$ cat src/rtl/mkd_pkg.sv
// Shared types and constants for the Morse key decoder core.
// No dependencies; imported by morse_keyer_decoder_core.
`default_nettype none

package mkd_pkg;

  localparam int unsigned TimeW   = 32;
  localparam int unsigned MaxRes  = 6;
  localparam int unsigned ResCntW = 3;
  localparam int unsigned AddrW   = 5;

  // register indexes on the configuration port (byte address = 4 * index)
  typedef enum logic [2:0] {
    REG_DEBOUNCE   = 3'd0,
    REG_SPLIT      = 3'd1,
    REG_CHAR_PAUSE = 3'd2,
    REG_CTRL_HOLD  = 3'd3,
    REG_AUTO_FLUSH = 3'd4
  } reg_idx_e;

  localparam logic [7:0]  DebounceRst  = 8'd8;
  localparam logic [15:0] SplitRst     = 16'd220;
  localparam logic [15:0] CharPauseRst = 16'd600;
  localparam logic [15:0] CtrlHoldRst  = 16'd500;
  localparam logic [15:0] AutoFlushRst = 16'd1500;

  localparam logic EvChar  = 1'b0;
  localparam logic EvFlush = 1'b1;

  localparam logic [6:0] AsciiSpace = 7'h20;
  localparam logic [6:0] AsciiQuery = 7'h3f;

  // binary tree, root at index 1: dot goes left (2i), dash goes right (2i+1)
  localparam logic [8*64-1:0] MorseTree =
    "??ETIANMSURWDKGOHVF?L?PJBXCYZQ??54?3???2???????16???????7???8?90";

  typedef struct packed {
    logic key_level;
    logic control_level;
  } mkd_in_t;

  typedef struct packed {
    logic       event_kind;
    logic [6:0] char_code;
    logic       last_event;
  } mkd_out_t;

  typedef struct packed {
    logic             raw;
    logic             down;
    logic [TimeW-1:0] raw_time;
    logic             pressed;
    logic             released;
    logic [TimeW-1:0] edge_time;
  } deb_t;

  function automatic logic [6:0] tree_char(input logic [5:0] idx);
    logic [5:0] r;
    r = 6'd63 - idx;
    return MorseTree[{r, 3'b000} +: 7];
  endfunction

  // debounced level follows the raw level once it has held long enough;
  // the edge is stamped with the time of the raw change
  function automatic deb_t debounce(input logic sample, input logic raw,
                                    input logic down, input logic [TimeW-1:0] raw_time,
                                    input logic [TimeW-1:0] now, input logic [7:0] limit);
    deb_t d;
    d.raw       = raw;
    d.down      = down;
    d.raw_time  = raw_time;
    d.pressed   = 1'b0;
    d.released  = 1'b0;
    d.edge_time = '0;
    if (sample != raw) begin
      d.raw      = sample;
      d.raw_time = now;
    end
    if ((d.down != d.raw) && ((now - d.raw_time) >= TimeW'(limit))) begin
      d.down      = d.raw;
      d.edge_time = d.raw_time;
      d.pressed   = d.raw;
      d.released  = ~d.raw;
    end
    return d;
  endfunction

endpackage

`default_nettype wire

$ cat src/rtl/morse_keyer_decoder_core.sv
// Straight-key Morse decoder core: one request per millisecond tick.
// Latency: a tick updates all state in the cycle it is accepted; its results
// (zero to four) leave from the next cycle on, one per cycle while taken.
// Throughput: one tick per cycle while each yields at most one result, taken
// at once; a tick waits only until the prior tick's last result is leaving.
// Reset: asynchronous; clears all but result data, loads register defaults.
// Depends on mkd_pkg.
`default_nettype none

module morse_keyer_decoder_core #(
  parameter int unsigned MARK_LIMIT = 6,
  parameter int unsigned WORD_LIMIT = 16
) (
  input  wire logic                       clk_i,
  input  wire logic                       rst_ni,
  input  wire logic                       in_valid_i,
  output logic                            in_ready_o,
  input  wire mkd_pkg::mkd_in_t           in_data_i,
  output logic                            out_valid_o,
  input  wire logic                       out_ready_i,
  output mkd_pkg::mkd_out_t               out_data_o,
  input  wire logic                       psel,
  input  wire logic                       penable,
  input  wire logic                       pwrite,
  input  wire logic [mkd_pkg::AddrW-1:0]  paddr,
  input  wire logic [31:0]                pwdata,
  output logic [31:0]                     prdata,
  output logic                            pready
);

  import mkd_pkg::*;

  localparam int unsigned McW = $clog2(MARK_LIMIT + 1);
  localparam int unsigned WcW = $clog2(WORD_LIMIT + 1);

  typedef struct packed {
    logic [WcW-1:0]             wc;
    logic [MARK_LIMIT-1:0]      mb;
    logic [McW-1:0]             mc;
    logic                       lettered;
    logic [ResCntW-1:0]         n;
    mkd_out_t [MaxRes-1:0]      ev;
  } acc_t;

  function automatic acc_t emit(input acc_t a, input logic kind, input logic [6:0] code);
    acc_t r;
    r = a;
    if (r.n < ResCntW'(MaxRes)) begin
      r.ev[r.n].event_kind = kind;
      r.ev[r.n].char_code  = code;
      r.ev[r.n].last_event = 1'b0;
      r.n = r.n + 1'b1;
    end
    return r;
  endfunction

  function automatic acc_t flush_word(input acc_t a);
    acc_t r;
    r = a;
    if (r.wc != '0) begin
      r.wc = '0;
      r    = emit(r, EvFlush, 7'd0);
    end
    return r;
  endfunction

  function automatic acc_t append_char(input acc_t a, input logic [6:0] code);
    acc_t r;
    r = a;
    if (r.wc >= WcW'(WORD_LIMIT)) r = flush_word(r);
    r.wc       = r.wc + 1'b1;
    r.lettered = 1'b1;
    r          = emit(r, EvChar, code);
    if ((code == AsciiSpace) || (r.wc >= WcW'(WORD_LIMIT))) r = flush_word(r);
    return r;
  endfunction

  function automatic logic [6:0] decode_marks(input acc_t a);
    logic [5:0] idx;
    idx = 6'd1;
    if ((a.mc == '0) || (a.mc > McW'(5))) return AsciiQuery;
    for (int i = 0; i < 5; i++) begin
      if (i < int'(a.mc)) idx = {idx[4:0], a.mb[i]};
    end
    return tree_char(idx);
  endfunction

  function automatic acc_t finish_char(input acc_t a);
    acc_t       r;
    logic [6:0] c;
    r = a;
    if (r.mc != '0) begin
      c    = decode_marks(r);
      r.mb = '0;
      r.mc = '0;
      r    = append_char(r, c);
    end
    return r;
  endfunction

  // configuration registers
  logic [7:0]  debounce_q, debounce_d;
  logic [15:0] split_q, split_d, pause_q, pause_d, hold_q, hold_d, flush_q, flush_d;

  // decoder state
  logic [TimeW-1:0]      tick_q, kraw_t_q, kstart_q, craw_t_q, cstart_q, lmt_q, llt_q;
  logic [TimeW-1:0]      kraw_t_d, kstart_d, craw_t_d, cstart_d, lmt_d, llt_d;
  logic                  kraw_q, kdown_q, craw_q, cdown_q, chandled_q;
  logic                  kraw_d, kdown_d, craw_d, cdown_d, chandled_d;
  logic [MARK_LIMIT-1:0] mb_q;
  logic [McW-1:0]        mc_q;
  logic [WcW-1:0]        wc_q;

  // result buffer
  mkd_out_t [MaxRes-1:0] evq_q, evq_d;
  logic [ResCntW-1:0]    n_q, n_d, rd_q, rd_d;

  logic in_fire, out_fire, cfg_wr;
  deb_t kdeb, cdeb;
  acc_t acc;
  logic [TimeW-1:0] now, dur;

  assign pready = 1'b1;
  assign cfg_wr = psel & penable & pwrite;

  always_comb begin
    debounce_d = debounce_q;
    split_d    = split_q;
    pause_d    = pause_q;
    hold_d     = hold_q;
    flush_d    = flush_q;
    prdata     = '0;
    unique case (paddr[4:2])
      REG_DEBOUNCE: begin
        prdata = 32'(debounce_q);
        if (cfg_wr) debounce_d = pwdata[7:0];
      end
      REG_SPLIT: begin
        prdata = 32'(split_q);
        if (cfg_wr) split_d = pwdata[15:0];
      end
      REG_CHAR_PAUSE: begin
        prdata = 32'(pause_q);
        if (cfg_wr) pause_d = pwdata[15:0];
      end
      REG_CTRL_HOLD: begin
        prdata = 32'(hold_q);
        if (cfg_wr) hold_d = pwdata[15:0];
      end
      REG_AUTO_FLUSH: begin
        prdata = 32'(flush_q);
        if (cfg_wr) flush_d = pwdata[15:0];
      end
      default: prdata = '0;
    endcase
  end

  // a new tick may enter as the last pending result leaves
  assign out_valid_o = (rd_q != n_q);
  assign in_ready_o  = (rd_q == n_q) || (((rd_q + 1'b1) == n_q) && out_ready_i);
  assign in_fire     = in_valid_i & in_ready_o;
  assign out_fire    = out_valid_o & out_ready_i;
  assign out_data_o  = evq_q[rd_q];

  assign now = tick_q;

  always_comb begin
    kdeb = debounce(in_data_i.key_level, kraw_q, kdown_q, kraw_t_q, now, debounce_q);
    cdeb = debounce(in_data_i.control_level, craw_q, cdown_q, craw_t_q, now, debounce_q);

    kraw_d   = kdeb.raw;
    kdown_d  = kdeb.down;
    kraw_t_d = kdeb.raw_time;
    craw_d   = cdeb.raw;
    cdown_d  = cdeb.down;
    craw_t_d = cdeb.raw_time;

    acc          = '0;
    acc.wc       = wc_q;
    acc.mb       = mb_q;
    acc.mc       = mc_q;
    kstart_d     = kstart_q;
    lmt_d        = lmt_q;
    cstart_d     = cstart_q;
    chandled_d   = chandled_q;
    dur          = kdeb.edge_time - kstart_q;

    if (kdeb.pressed) begin
      // a new press after a long gap closes the pending character first
      if ((acc.mc != '0) && ((kdeb.edge_time - lmt_q) >= TimeW'(pause_q)))
        acc = finish_char(acc);
      kstart_d = kdeb.edge_time;
    end
    if (kdeb.released) begin
      if (acc.mc < McW'(MARK_LIMIT)) begin
        if (dur >= TimeW'(split_q))
          acc.mb = acc.mb | (MARK_LIMIT'(1) << acc.mc);
        acc.mc = acc.mc + 1'b1;
      end
      lmt_d = kdeb.edge_time;
    end
    if (cdeb.pressed) begin
      cstart_d   = cdeb.edge_time;
      chandled_d = 1'b0;
    end
    if (cdown_d && !chandled_d && ((now - cstart_d) >= TimeW'(hold_q))) begin
      chandled_d = 1'b1;
      acc        = finish_char(acc);
      acc        = append_char(acc, AsciiSpace);
    end
    if (cdeb.released && !chandled_d) begin
      acc = finish_char(acc);
      acc = flush_word(acc);
    end
    if (!kdown_d && !kraw_d && (acc.mc != '0) && ((now - lmt_d) >= TimeW'(pause_q)))
      acc = finish_char(acc);
    llt_d = acc.lettered ? now : llt_q;
    if ((acc.wc != '0) && ((now - llt_d) >= TimeW'(flush_q)))
      acc = flush_word(acc);

    evq_d = acc.ev;
    if (acc.n != '0) evq_d[acc.n - 1'b1].last_event = 1'b1;
    n_d  = acc.n;
    rd_d = rd_q;
    if (in_fire) rd_d = '0;
    else if (out_fire) rd_d = rd_q + 1'b1;
  end

  always_ff @(posedge clk_i or negedge rst_ni) begin
    if (!rst_ni) begin
      debounce_q <= DebounceRst;
      split_q    <= SplitRst;
      pause_q    <= CharPauseRst;
      hold_q     <= CtrlHoldRst;
      flush_q    <= AutoFlushRst;
      tick_q     <= '0;
      kraw_q     <= 1'b0;
      kdown_q    <= 1'b0;
      kraw_t_q   <= '0;
      kstart_q   <= '0;
      craw_q     <= 1'b0;
      cdown_q    <= 1'b0;
      craw_t_q   <= '0;
      cstart_q   <= '0;
      chandled_q <= 1'b0;
      mb_q       <= '0;
      mc_q       <= '0;
      lmt_q      <= '0;
      llt_q      <= '0;
      wc_q       <= '0;
      n_q        <= '0;
      rd_q       <= '0;
    end else begin
      debounce_q <= debounce_d;
      split_q    <= split_d;
      pause_q    <= pause_d;
      hold_q     <= hold_d;
      flush_q    <= flush_d;
      rd_q       <= rd_d;
      if (in_fire) begin
        tick_q     <= tick_q + 1'b1;
        kraw_q     <= kraw_d;
        kdown_q    <= kdown_d;
        kraw_t_q   <= kraw_t_d;
        kstart_q   <= kstart_d;
        craw_q     <= craw_d;
        cdown_q    <= cdown_d;
        craw_t_q   <= craw_t_d;
        cstart_q   <= cstart_d;
        chandled_q <= chandled_d;
        mb_q       <= acc.mb;
        mc_q       <= acc.mc;
        lmt_q      <= lmt_d;
        llt_q      <= llt_d;
        wc_q       <= acc.wc;
        n_q        <= n_d;
      end
    end
  end

  always_ff @(posedge clk_i) begin
    if (in_fire) evq_q <= evq_d;
  end

`ifndef NO_ASSERTIONS
  a_rd_in_range: assert property (@(posedge clk_i) disable iff (!rst_ni)
    (rd_q <= n_q) && (n_q <= ResCntW'(MaxRes)))
    else $error("result read index beyond buffered count");

  a_overlap_on_last: assert property (@(posedge clk_i) disable iff (!rst_ni)
    (in_fire && out_valid_o) |-> (out_ready_i && out_data_o.last_event))
    else $error("new tick accepted while results still pending");

  a_word_below_limit: assert property (@(posedge clk_i) disable iff (!rst_ni)
    wc_q < WcW'(WORD_LIMIT))
    else $error("word count reached limit without flush");

  a_marks_bounded: assert property (@(posedge clk_i) disable iff (!rst_ni)
    mc_q <= McW'(MARK_LIMIT))
    else $error("mark count exceeds buffer");

  a_flush_code_zero: assert property (@(posedge clk_i) disable iff (!rst_ni)
    (out_valid_o && (out_data_o.event_kind == EvFlush)) |-> (out_data_o.char_code == 7'd0))
    else $error("flush request carries a character code");
`endif

endmodule

`default_nettype wire
$ cat config.mk
export PLATFORM = sky130hd
export DESIGN_NAME = morse_keyer_decoder_core
export DESIGN_NICKNAME = d
export VERILOG_FILES = /design/src/rtl/mkd_pkg.sv /design/src/rtl/morse_keyer_decoder_core.sv
export SDC_FILE = /design/constraint.sdc
export NUM_CORES = 2
export LEC_CHECK = 0
export BUFFER_PORTS_ARGS = -buffer_cell sky130_fd_sc_hd__clkbuf_2
export CORE_MARGIN = 4
export CORE_UTILIZATION = 50
export DETAILED_ROUTE_END_ITERATION = 8
export PLACE_DENSITY = 0.76
export SYNTH_ARGS = -nofsm -noshare
export SYNTH_HDL_FRONTEND = slang
export SYNTH_SLANG_ARGS = --single-unit
$ cat constraint.sdc
create_clock -name clk_i -period 27.1 [get_ports clk_i]
set_input_delay 1.355 -clock clk_i [delete_from_list [all_inputs] [get_ports clk_i]]
set_output_delay 1.355 -clock clk_i [all_outputs]
set_load 0.01 [all_outputs]
==> out/qor.csv <==
stage,metric,value,unit
run_status,status,"finished, final reports clean",
drt,DRT Pass-1 Iters,8,
clocking,CTS resizes,0,
timing,"Slew Viols, Final",0,
clocking,Clock transition at path regs,60,ps
power,static leakage,18.3,nW
yosys,synthesized netlist cell count,4722,
finish,Synth-to-Final Area Change,7.38,%
setup_path,CP max-delay cell,a21oi_1,
finish,final non-filler cell area,40500,um^2
yosys,register area share after synthesis,25.6,%
global_route,vias in the first global route,33100,
placement,detailed placer's ending HPWL,85300,um
clocking,CTS Sinks,374,
setup_path,CP Capture Type,flip-flop,
yosys,async set or reset register ratio after synthesis,85.6,%
setup_path,worst reg2reg path depth,94,
drt,Avg WL per Cell,19.9,um
timing,RSZ-0062 raised after global routing,no,
setup_path,CP arrival,25520,ps
drt,via count,36000,
setup_path,R2R Setup Slk,2430,ps
min_path,hold path startpoint,craw_t_q[6],
setup_path,Crit Reg-Reg Endpoint,evq_q[9],
timing,Clock Skew,59.1,ps
global_route,first-pass GRT wire length,180000,um
setup_path,startpoint class of the critical path,input port,
floorplanning,num rows,100,
timing,Final min period,25090,ps
floorplanning,die width,283,um
min_path,hold depth,2,
finish,fillers,6837,
finish,nets,5111,
min_path,WHS Endpoint,craw_t_q[6],
timing,Fin. Hold Viols,0,
yosys,"Warnings, synthesis",0,
clocking,CTS Root Cell,clkbuf_16,
floorplanning,Ports,90,
floorplanning,Starting Density,50.5,%
drt,Routed Antenna Nets,0,
min_path,Hold Path Class,reg -> reg,
global_route,GRT Util Overall,27.5,%
finish,layout cells sized above 1,8.80,%
drt,1st-iter DRT viols,3767,
yosys,ys flop type,dfrtp_1,
yosys,"EDFF count, synth",54,
clocking,# H-tree levels,2,
yosys,Yosys top cell area share,19.7,%
floorplanning,Die Y,283,um
yosys,Syn Area/Cell,7.98,um^2
setup_path,reg-to-reg startpoint,kraw_q,
clocking,setup bufs post-CTS,0,
yosys,Yosys cell types,126,
setup_path,Crit Path Max Fanout,26,
timing,endpoints failing setup,0,
yosys,Synth Register Bits,374,
drt,post-detailed-routing wire length,113000,um
yosys,ranking of synthesized cells by area,"dfrtp_1 20%, ha_1 12%, o21ai_0 5.7%",
timing,maximum clock rate,0.0399,GHz
drt,DR DRC count,0,
flow_run,Max Cap Viol,0,
global_route,largest net degree at the start of global routing,186,
setup_path,Crit path required time,27530,ps
placement,gpl congestion,0.980,
yosys,synthesized area,37700,um^2
finish,n_diodes,0,
clocking,CTS tree,yes,
yosys,top cell type by total area after synthesis,dfrtp_1,
timing,Final Cycle Share,92.6,%
placement,Placed Area,38900,um^2
clocking,Clock Latency Late Sink,630,ps
power,Power Dens Cells,130,nW/um^2
placement,Port Buf Inserts,54,
timing,Slew @ Worst Pin,1160,ps
setup_path,cell mode on critical path,ha_1,
global_route,Congestion Overflow GR,0,
drt,DR vias/cell,6.32,
timing,Fin Setup TNS,0,ps
floorplanning,core area,74600,um^2
clocking,CTS Buffer Depth,3,
power,Peak VDD IR,0.0654,mV
global_route,initial antenna violation count,0,
clocking,cts hold-fix bufs,0,
clocking,CTS buffer count,46,
timing,Slew HR,22.6,%
floorplanning,die footprint,79800,um^2
setup_path,critical path class,in -> reg,
setup_path,"slowest stage delay, CP",850,ps
layer usage:
metal | share of wire, % | vias up | wire length (um) | global-route usage (%)
li1 | - | 17300 | - | -
met5 | 0 | - | 0 | 0
met1 | 45 | 17100 | 50400 | 39.6
met4 | 2.9 | 0 | 3300 | 7.53
met3 | 8.8 | 227 | 9930 | 4.37
met2 | 44 | 1459 | 49500 | 43.1
cell type report:
cell class / instances / area [um^2] / share of cell area, %
Timing Repair Buffer: 120 / 788 / 1.95
Multi-Input combinational cell: 3863 / 26200 / 64.6
Sequential cell: 374 / 9660 / 23.9
Clock buffer: 62 / 1330 / 3.30
Clock inverter: 21 / 256 / 0.634
Tap cell: 969 / 1210 / 3.00
Inverter: 285 / 1070 / 2.65
metrics by stage:
step,std cells,setup slack (ps),utilization [%],hold slack [ps],total power [mW]
3_3_place_gp,5611,2260,52.1,461,4.45
2_1_floorplan,4749,4880,-,450,3.63
6_report,5694,2010,54.3,475,5.27
4_1_cts,5694,2460,54.3,483,5.21
5_1_grt,5694,409,54.3,498,5.71
3_5_place_dp,5611,1940,52.1,470,4.52
power breakdown:
part | total, mW | switching (mW) | internal [mW]
clock network | 0.645 | 0.275 | 0.370
registers | 0.778 | 0.0788 | 0.699
logic | 3.85 | 2.34 | 1.51
cell usage after synthesis (all sizes together) (56+ instances only):
cell type,instances
mux2,93
inv,284
nor3,91
nand3,91
xor2,64
nor2,416
mux2i,146
dfrtp,297
clkbuf,171
xnor2,108
a21o,102
buf,56
o21ai,446
a21oi,343
nand2,543
ha,369
a31oi,63
state kept, by name (all words and copies together) (netlist names), 3 cells and up:
signal	count
debounce_q	8
kraw_t_q	32
split_q	16
n_q	3
mc_q	3
flush_q	16
hold_q	16
lmt_q	32
pause_q	16
craw_t_q	32
llt_q	32
now	32
cstart_q	32
kstart_q	32
mb_q	5
wc_q	5
rd_q	3
evq_q	54
placed cells by master (no fill, tap or decap), types with 53 or more instances in the layout:
cell and instances:
xor2_1 64, nor2_1 414, mux2i_1 146, a21oi_1 339
o21ai_0 427, buf_4 65, o21a_1 53, clkbuf_2 53
o22ai_1 54, nor3_1 89, dfrtp_1 297, ha_1 367
nand3_1 90, inv_1 277, edfxtp_1 54, a21o_1 102
nand2_1 536, a31oi_1 60, mux2_2 93, xnor2_1 108
how the worst max path moves through the flow:
stage               slack (ps)         start  cells after the start   endpoint
floorplan                 4880  in_data_i[1]                    100  evq_q[27]
global placement          2260  in_data_i[1]                     94  evq_q[27]
detailed placement        1940  in_data_i[1]                     94   evq_q[9]
CTS                       2460  in_data_i[1]                     94   evq_q[9]
global route               410  in_data_i[1]                     94   evq_q[9]
finish                    2010  in_data_i[1]                     94   evq_q[9]
critical path, delay by kind of cell:
family                     cells  cell delay (ps)
AOI/OAI and AO/OA             30             8090
xor gates and xnor gates       3              590
adders and majority gates     19             6490
buffers and inverters          5              510
muxes                          4              990
and+or+nand+nor               33             7450
cells by family (layout without fill, tap and decap cells):
logic type / count (synthesis) / count (layout) / synth area share, %
xor+xnor: 172 / 172 / 4.00
mux: 248 / 248 / 7.19
simple gates: 1497 / 1497 / 18.5
flops: 374 / 374 / 25.6
compound gates: 1538 / 1538 / 26.6
fa+ha+maj: 379 / 379 / 12.7
buf+inv: 512 / 488 / 5.39
other cells: 2 / 29 / 0.0199
Note: power is estimated with default switching activity, not from simulation.
